### config.mk
export PLATFORM = sky130hd
export DESIGN_NAME = grc_ctrl
export DESIGN_NICKNAME = d
export VERILOG_FILES = /design/src/sv/grc_pkg.sv /design/src/sv/grc_ctrl.sv
export SDC_FILE = /design/constraint.sdc
export NUM_CORES = 1
export LEC_CHECK = 0
export ABC_AREA = 1
export ABC_CLOCK_PERIOD_IN_PS = 2900
export BUFFER_PORTS_ARGS = -buffer_cell sky130_fd_sc_hd__buf_2
export CORE_MARGIN = 3
export CORE_UTILIZATION = 52
export DETAILED_ROUTE_END_ITERATION = 8
export PLACE_DENSITY = 0.82
export SYNTH_ARGS = -nofsm -noshare
export SYNTH_HDL_FRONTEND = slang
export SYNTH_SLANG_ARGS = --single-unit
### constraint.sdc
create_clock -name i_clk -period 2.9 [get_ports i_clk]
set_clock_uncertainty 0.15 [all_clocks]
set_input_delay 0.29 -clock i_clk [delete_from_list [all_inputs] [get_ports i_clk]]
set_output_delay 0.29 -clock i_clk [all_outputs]
set_load 0.1 [all_outputs]
### src/sv/grc_pkg.sv
// ----------------------------------------------------------------------------
// grc_pkg: shared types and constants of the grid ray cast range unit
// Command and status groups between controller and datapath, result kinds,
// register indexes and the CORDIC angle table.
// ----------------------------------------------------------------------------
package grc_pkg;

    // Register indexes on the configuration port
    localparam logic [2:0] REG_ROWS  = 3'd0;
    localparam logic [2:0] REG_COLS  = 3'd1;
    localparam logic [2:0] REG_RANGE = 3'd2;
    localparam logic [2:0] REG_SCALE = 3'd3;
    localparam logic [2:0] REG_STEP  = 3'd4;

    // Status codes of a result
    localparam logic [1:0] STAT_NONE = 2'd0;
    localparam logic [1:0] STAT_HIT  = 2'd1;
    localparam logic [1:0] STAT_MISS = 2'd2;
    localparam logic [1:0] STAT_LEFT = 2'd3;

    // Datapath widths
    localparam int CORD_W       = 34;  // CORDIC x, y, z
    localparam int COORD_W      = 48;  // cell coordinates, signed Q.16
    localparam int DIST_W       = 41;  // marched distance, Q.16 cells
    localparam int DIV_W        = DIST_W + 8;
    localparam int ITER_W       = 6;
    localparam int CORDIC_ITERS = 16;

    localparam logic signed [CORD_W-1:0] CORDIC_X0 = 34'sh026DD3B6A;

    typedef enum logic [2:0] {
        RES_WRITE,
        RES_BAD,
        RES_HIT,
        RES_MISS,
        RES_LEFT
    } t_res;

    typedef struct packed {
        logic clr;
        logic latch;
        logic wr;
        logic scale;
        logic cordic_init;
        logic cordic_step;
        logic delta;
        logic adv;
        logic addr;
        logic rd;
        logic div_init;
        logic div_step;
        logic out_load;
        t_res res;
    } t_cmd;

    typedef struct packed {
        logic clr_last;
        logic cordic_last;
        logic div_last;
        logic outside;
        logic occupied;
        logic more;
    } t_sts;

    // Arctangent of 2^-i, 2^32 per turn
    function automatic logic signed [CORD_W-1:0] atan_of(input logic [3:0] idx);
        logic signed [CORD_W-1:0] v;
        case (idx)
            4'd0:  v = 34'sh020000000;
            4'd1:  v = 34'sh012E4051E;
            4'd2:  v = 34'sh009FB385B;
            4'd3:  v = 34'sh0051111D4;
            4'd4:  v = 34'sh0028B0D43;
            4'd5:  v = 34'sh00145D7E1;
            4'd6:  v = 34'sh000A2F61E;
            4'd7:  v = 34'sh000517C55;
            4'd8:  v = 34'sh00028BE53;
            4'd9:  v = 34'sh000145F2F;
            4'd10: v = 34'sh0000A2F98;
            4'd11: v = 34'sh0000517CC;
            4'd12: v = 34'sh000028BE6;
            4'd13: v = 34'sh0000145F3;
            4'd14: v = 34'sh00000A2FA;
            default: v = 34'sh00000517D;
        endcase
        return v;
    endfunction

endpackage

### src/sv/grc_ctrl.sv
// ----------------------------------------------------------------------------
// grc_ctrl: sequencer of the grid ray cast range unit
// Clears the grid after reset, accepts one request at a time, steps the
// datapath through scaling, CORDIC, march and divide, and owns output valid.
// ----------------------------------------------------------------------------
module grc_ctrl (
    input  logic          i_clk,
    input  logic          i_rst_n,
    input  logic          i_valid,
    input  logic          i_func,
    output logic          o_stall,
    output logic          o_valid,
    input  logic          i_stall,
    input  grc_pkg::t_sts i_sts,
    output grc_pkg::t_cmd o_cmd
);

    typedef enum logic [3:0] {
        S_CLEAR,
        S_IDLE,
        S_WRITE,
        S_SCALE,
        S_ADDR,
        S_READ,
        S_TEST,
        S_CORDIC,
        S_DELTA,
        S_ADV,
        S_DIV,
        S_DONE
    } t_state;

    t_state        r_state;
    logic          r_pose;
    logic          r_out_valid;
    grc_pkg::t_res r_res;
    logic          w_out_free;

    assign w_out_free = !r_out_valid || !i_stall;
    assign o_stall    = r_state != S_IDLE;
    assign o_valid    = r_out_valid;

    // Decode commands from state and status
    always_comb begin
        o_cmd = '0;
        o_cmd.res = r_res;
        case (r_state)
            S_CLEAR:  o_cmd.clr = 1'b1;
            S_IDLE:   o_cmd.latch = i_valid;
            S_WRITE:  o_cmd.wr = 1'b1;
            S_SCALE:  o_cmd.scale = 1'b1;
            S_ADDR:   o_cmd.addr = 1'b1;
            S_READ:   o_cmd.rd = 1'b1;
            S_TEST: begin
                if (r_pose) begin
                    o_cmd.cordic_init = !i_sts.outside && !i_sts.occupied;
                end else if (!i_sts.outside) begin
                    o_cmd.div_init = i_sts.occupied;
                    o_cmd.adv      = !i_sts.occupied && i_sts.more;
                end
            end
            S_CORDIC: o_cmd.cordic_step = 1'b1;
            S_DELTA:  o_cmd.delta = 1'b1;
            S_ADV:    o_cmd.adv = 1'b1;
            S_DIV:    o_cmd.div_step = 1'b1;
            S_DONE:   o_cmd.out_load = w_out_free;
            default:  o_cmd = '0;
        endcase
    end

    // State and registered outputs
    always_ff @(posedge i_clk) begin
        if (!i_rst_n) begin
            r_state     <= S_CLEAR;
            r_pose      <= 1'b0;
            r_out_valid <= 1'b0;
            r_res       <= grc_pkg::RES_WRITE;
        end else begin
            // drop the result once taken
            if (r_out_valid && !i_stall) begin
                r_out_valid <= 1'b0;
            end
            case (r_state)
                S_CLEAR: begin
                    if (i_sts.clr_last) begin
                        r_state <= S_IDLE;
                    end
                end
                S_IDLE: begin
                    if (i_valid) begin
                        r_pose  <= 1'b1;
                        r_state <= i_func ? S_SCALE : S_WRITE;
                    end
                end
                S_WRITE: begin
                    r_res   <= grc_pkg::RES_WRITE;
                    r_state <= S_DONE;
                end
                S_SCALE:  r_state <= S_ADDR;
                S_ADDR:   r_state <= S_READ;
                S_READ:   r_state <= S_TEST;
                S_TEST: begin
                    if (r_pose) begin
                        if (i_sts.outside || i_sts.occupied) begin
                            r_res   <= grc_pkg::RES_BAD;
                            r_state <= S_DONE;
                        end else begin
                            r_pose  <= 1'b0;
                            r_state <= S_CORDIC;
                        end
                    end else if (i_sts.outside) begin
                        r_res   <= grc_pkg::RES_LEFT;
                        r_state <= S_DONE;
                    end else if (i_sts.occupied) begin
                        r_state <= S_DIV;
                    end else if (i_sts.more) begin
                        r_state <= S_ADDR;
                    end else begin
                        r_res   <= grc_pkg::RES_MISS;
                        r_state <= S_DONE;
                    end
                end
                S_CORDIC: begin
                    if (i_sts.cordic_last) begin
                        r_state <= S_DELTA;
                    end
                end
                S_DELTA:  r_state <= S_ADV;
                S_ADV:    r_state <= S_ADDR;
                S_DIV: begin
                    if (i_sts.div_last) begin
                        r_res   <= grc_pkg::RES_HIT;
                        r_state <= S_DONE;
                    end
                end
                S_DONE: begin
                    if (w_out_free) begin
                        r_out_valid <= 1'b1;
                        r_state     <= S_IDLE;
                    end
                end
                default: r_state <= S_IDLE;
            endcase
        end
    end

endmodule

==> results.cfg, run 1 <==
[clock_network]
clkSinkCount = 9
cts_hold_buf = 0
post_cts_resized = 0
htreeDepth = 1
cts_inserted_buffers = 3
cts_tree = done
ctsRootBufferMaster = clkbuf_4
post_cts_buffers = 0
cts.clk_slew.worst_paths_ps = 60
cts_buffer_depth = 2
insertion_delay_ps = 260

[synthesis]
synth_nets = 149
ys_ff_latch = 9
syn-cell-area_sq_um = 795
synth-compound-area-share = 0.0945
syn_area_per_cell_sq_um = 5.76
yosysWarnings = 0
synth.distinct_cells = 19
synthSimpleGateAreaFrac = 0.537
synth_mux_area_frac = 0
ys_seq_area_frac = 0.227
post_synth_fa_ha_maj_area_fraction = 0
syn_inst = 138
synth_top_family_by_area = simple AND/OR/NAND/NOR gates
synth_xor_xnor_area_share = 0

[timing]
fmax_mhz = 449
drv_slew = 0
finalSetupTns_ps = 0
max_slew_margin = 0.677
rsz0062_at_grt = no
hold_viol_final = 0
setup_viol = 0
finalCritPeriodShare = 0.769
min_period_ps = 2230
tightestPinTransition_ps = 488

[place]
dp_hpwl_microns = 1620
portBuffers = 28
gp_congestion = 0.931
placedInstanceArea_sq_um = 956

[floorplan]
core-area_sq_um = 1370
die_w_microns = 45.1
io-pin-count = 29
start_util = 0.582
chipHeight_microns = 45.1
die-area_sq_um = 2030
rows = 13

[detailed_routing]
drcViolationCount = 0
via_per_inst = 4.88
drt_pass1_iterations = 4
first_iter_violations = 36
routed_wl_microns = 1940
vias = 902
drt-wirelength-per-cell_microns = 10.5
antenna_left = 0

[cells_and_area]
fillers = 134
syn2layout_area_growth_pct = 23.8
layout_commonest_cell = nand2_1
final_nets = 182
num_antenna_cells = 0
layout_common_cells = nand2_1, buf_2, nor2_1, inv_1, dfxtp_1
final_area_sq_um = 983
layout-drive-gt1-share = 0.294

[flow_run]
cap_violations = 0

[global_route]
grt_overflow = 0
grt.total_usage = 0.213
grt_max_degree = 9
grt_pass1_vias = 768
antenna_found_initial = 0
grt_pass1_wl_microns = 3190

[worst_setup_path]
crit_fanout = 7
crit_type = register to primary output
worst_r2r_endpoint = r_state[0]
worstPathRequired_ps = 2460
start_kind = register
cp.arrival_ps = 1790
r2r.worst_path.cells = 7
timing.rr.start = r_state[3]
r2r_slack_ps = 1320
cp-end-kind = primary output

[status]
status = finished, final reports clean

[min_path]
min_to = r_state[2]
whs_path_depth = 3
hp-class = input pin to register
min_from = i_rst_n

[power_and_ir_drop]
powerDensity_nw_per_um2 = 1200
leakagePower_nw = 0.640
ir_drop_mv = 0.816
==> per-stage QoR <==
step            util  setup WS, ps  std cells  hold WS [ps]  power [mW]
2_1_floorplan      -           310        138           238       0.944
3_3_place_gp   0.700           970        181           314        1.07
3_5_place_dp   0.700           941        181           329        1.08
4_1_cts        0.720           679        185           154        1.18
5_1_grt        0.720           561        185           162        1.26
6_report       0.720           671        185           161        1.18
==> kinds of logic after synthesis <==
family / Yosys count
AND/OR/NAND/NOR: 86
buffers and inverters: 30
AO/OA/AOI/OAI: 13
flip-flops: 9
==> how the worst max path moves through the flow <==
stage | from | endpoint | slack [ps] | cells past startpoint
after floorplan | o_valid | o_cmd[3] | 310 | 3
after global placement | i_sts[2] | o_cmd[8] | 970 | 6
after detailed placement | i_sts[2] | o_cmd[8] | 940 | 6
after CTS | r_state[0] | o_cmd[14] | 680 | 5
after global routing | r_state[0] | o_cmd[14] | 560 | 5
final | r_state[0] | o_cmd[14] | 670 | 5
==> cells in the mapped netlist, drive strengths merged <==
master / n / area [sq um]
nand3: 9 / 55.1
dfxtp: 9 / 180
nand2: 39 / 169
nand3b: 2 / 15.0
inv: 30 / 113
o211a: 1 / 10.0
nor2: 35 / 181
a21oi: 3 / 15.0
o211ai: 1 / 7.51
o21a: 1 / 7.51
o21ai: 7 / 35.0
nand4: 1 / 6.26
==> flip-flops by register name (all words and copies together), names as in the netlist <==
register  flops
r_state       4
r_res         3
o_valid       1
r_pose        1
==> layer usage <==
metal,track usage,routed length [microns],vias up
met4,0.0936,20,0
met3,0.0319,140,4
met1,0.289,887,384
li1,-,-,478
met5,0,0,-
met2,0.333,895,36
==> power by group <==
part / internal (mW) / switching, mW / total [mW]
Sequential: 0.163 / 0.0514 / 0.214
Clock: 0.0508 / 0.0444 / 0.0952
Combinational: 0.171 / 0.698 / 0.868
Total: 0.384 / 0.793 / 1.18
==> layout make-up <==
| type | count | area, sq um | share of cell area |
|---|---|---|---|
| inverters | 30 | 113 | 0.115 |
| well taps | 15 | 18.8 | 0.0191 |
| flip-flops and latches | 9 | 180 | 0.183 |
| clock buffers | 3 | 22.5 | 0.0229 |
| clock inverters | 1 | 5.00 | 0.00509 |
| multi-input cells | 99 | 504 | 0.513 |
| repair buffers | 28 | 140 | 0.142 |
==> worst max-delay path, cell delays in order (launching register included) <==
cell and delay, ps:
dfxtp_1 450, nand2_1 140, nor2_1 270, inv_1 110
nor2_2 110, buf_2 440
No activity file was read; power rests on OpenSTA's default activity.
==> inputs of run 2 (changes only) <==
==> config.mk (replaced) <==
export PLATFORM = sky130hd
export DESIGN_NAME = grc_ctrl
export DESIGN_NICKNAME = d
export VERILOG_FILES = /design/src/sv/grc_pkg.sv /design/src/sv/grc_ctrl.sv
export SDC_FILE = /design/constraint.sdc
export NUM_CORES = 1
export LEC_CHECK = 0
export ABC_AREA = 0
export ABC_CLOCK_PERIOD_IN_PS = 2200
export BUFFER_PORTS_ARGS = -buffer_cell sky130_fd_sc_hd__buf_2
export CORE_MARGIN = 3
export CORE_UTILIZATION = 48
export DETAILED_ROUTE_END_ITERATION = 8
export PLACE_DENSITY = 0.77
export SYNTH_ARGS = -nofsm -noshare
export SYNTH_HDL_FRONTEND = slang
export SYNTH_SLANG_ARGS = --single-unit
==> constraint.sdc (replaced) <==
create_clock -name i_clk -period 2.2 [get_ports i_clk]
set_clock_uncertainty 0.15 [all_clocks]
set_input_delay 0.22 -clock i_clk [delete_from_list [all_inputs] [get_ports i_clk]]
set_output_delay 0.22 -clock i_clk [all_outputs]
set_load 0.1 [all_outputs]
==> run 2 against run 1 <==
Via count is 4.2% higher. Synthesized cell count shrank 23%. Non-clock buffer count grew 6. Largest cell class unchanged. Area after synthesis fell by 0.79%. Critical path depth down 1. Die area increased by 6.5%. Global-route usage increased by 3.1 points. Routed wire length is 17% higher. Core utilization increased by 8.1 points. Total power grew 49%. Critical endpoint unchanged. First-iteration DRC count is 31% lower. Highest routed layer unchanged.
==> results.cfg, run 2 <==
[status]
status = finished, final reports clean

[detailed_routing]
first_iter_violations = 25
drcViolationCount = 0
drt_pass1_iterations = 4
routed_wl_microns = 2270
vias = 940
via_per_inst = 6.18
drt-wirelength-per-cell_microns = 15.0
antenna_left = 0

[cells_and_area]
final_nets = 148
fillers = 104
layout_common_cells = buf_2, nand2_1, buf_12
layout_commonest_cell = buf_2
top_register = r_state
largest_reg_flops = 4
multi_input_area_sq_um = 627
num_antenna_cells = 0
syn2layout_area_growth_pct = 54.8
reg.largest.list = r_state: 4 flops, r_res: 3 flops
layout-drive-gt1-share = 0.419
final-seq-area_sq_um = 181

[min_path]
hp-class = input pin to register

[clock_network]
cts_hold_buf = 0
clkSinkCount = 9
cts_inserted_buffers = 3
post_cts_buffers = 0
cts_buffer_depth = 2
cts.clk_slew.worst_paths_ps = 70
htreeDepth = 1
insertion_delay_ps = 270
ctsRootBufferMaster = clkbuf_4
cts_tree = done
post_cts_resized = 0

[worst_setup_path]
critPathCapture = o_cmd[14]
crit_fanout = 12
worstPathRequired_ps = 1830
cp.arrival_ps = 1710
start_kind = register
crit_type = register to primary output
r2r_slack_ps = 420
cp-end-kind = primary output
r2r.worst_path.cells = 5
timing.rr.start = r_state[0]
startpoint = r_state[0]
worst_r2r_endpoint = r_state[3]

[timing]
drv_slew = 0
fmax_mhz = 482
finalSetupTns_ps = 0
rsz0062_at_grt = no
min_period_ps = 2080
finalCritPeriodShare = 0.944
tightestPinTransition_ps = 487
setup_viol = 0
hold_viol_final = 0
max_slew_margin = 0.678
hold_slack_ps = 95.8

[floorplan]
die-area_sq_um = 2160
core-area_sq_um = 1520
start_util = 0.517
chipHeight_microns = 46.5
rows = 14
die_w_microns = 46.5
io-pin-count = 29

[synthesis]
synth.distinct_cells = 43
yosys-top-cells-count = nand2_1, dfxtp_1, nor2_1
synth_top_area_frac = 0.229
synth-edff-count = 0
synth_top_cell_by_area = dfxtp_1
ys_ff_latch = 9
yosysWarnings = 0
synthArstFlopShare = 0
synthTopCellsByArea = dfxtp_1, nand2b_1, nand2_1
ys_seq_area_frac = 0.229
synth-main-ff-cell = dfxtp_1
yosysMostFrequentCell = nand2_1
syn_inst = 106
syn-cell-area_sq_um = 788
syn_area_per_cell_sq_um = 7.44
synth_nets = 117

[flow_run]
cap_violations = 0

[global_route]
grt_pass1_vias = 857
grt.total_usage = 0.244
grt_max_degree = 20
antenna_found_initial = 0
grt_pass1_wl_microns = 3680
grt_overflow = 0

[place]
portBuffers = 28
gp_congestion = 0.867
dp_hpwl_microns = 1830

[power_and_ir_drop]
powerDensity_nw_per_um2 = 1440
power_mw = 1.76
ir_drop_mv = 1.14
leakagePower_nw = 0.492
-- run 2: cell types whose count changed in the layout (fill, tap and decap cells not counted), moves of 4 or more --
cell / change
nor2_1: -24
inv_1: -23
nand2_1: -23
buf_12: +11
buf_2: -11
nand3_1: -7
buf_4: +6
nand2b_1: +6
and2_1: +4
nand4b_1: +4
nor3_1: +4
o21ai_0: -4
-- run 2: worst min-delay path by stage --
stage | startpoint | to | slack (ps) | depth (start not counted)
4_1_cts | i_rst_n | r_state[2] | 90 | 2
5_1_grt | i_rst_n | r_state[2] | 100 | 2
6_report | i_rst_n | r_state[2] | 100 | 2
3_5_place_dp | r_res[1] | r_res[1] | 300 | 2
3_3_place_gp | r_res[2] | r_res[2] | 290 | 2
2_1_floorplan | i_sts[2] | r_res[2] | 230 | 2
-- run 2: where the power goes --
group	internal [mW]	leakage (nW)	switching, mW
Sequential	0.203	0.0738	0.0864
Clock	0.0702	0.0150	0.0649
Combinational	0.464	0.403	0.870
-- run 2: metal layers --
metal / vias up / global-route usage / part of all wire
met5: - / 0 / 0
li1: 454 / - / -
met4: 0 / 0.142 / 0.031
met2: 47 / 0.407 / 0.51
met1: 429 / 0.273 / 0.36
met3: 10 / 0.0703 / 0.092
-- run 2: kinds of logic after synthesis --
| logic type | synth area share |
|---|---|
| AOI/OAI and AO/OA | 0.246 |
| buffers and inverters | 0.0714 |
| DFF | 0.229 |
| muxes | 0.0397 |
| and+or+nand+nor | 0.414 |
-- run 2: stage by stage --
step	worst slack [ps]	util	cells	area [sq um]
2_1_floorplan	-394	-	106	865
3_3_place_gp	404	0.782	148	1190
3_5_place_dp	332	0.782	148	1190
4_1_cts	38.0	0.800	152	1220
5_1_grt	29.6	0.800	152	1220
6_report	123	0.800	152	1220
-- run 2: area by class of cell --
class | count | share of cell area
inverters | 4 | 0.0123
well taps | 16 | 0.0164
flip-flops and latches | 9 | 0.149
clock buffers | 4 | 0.0215
multi-input cells | 85 | 0.514
repair buffers | 34 | 0.287
-- run 2: critical path, cell delays in order (launching register included) --
cell and delay (ps):
dfxtp_1 550, nand2b_1 240, nand2b_2 290, nor2_4 160
buf_12 180
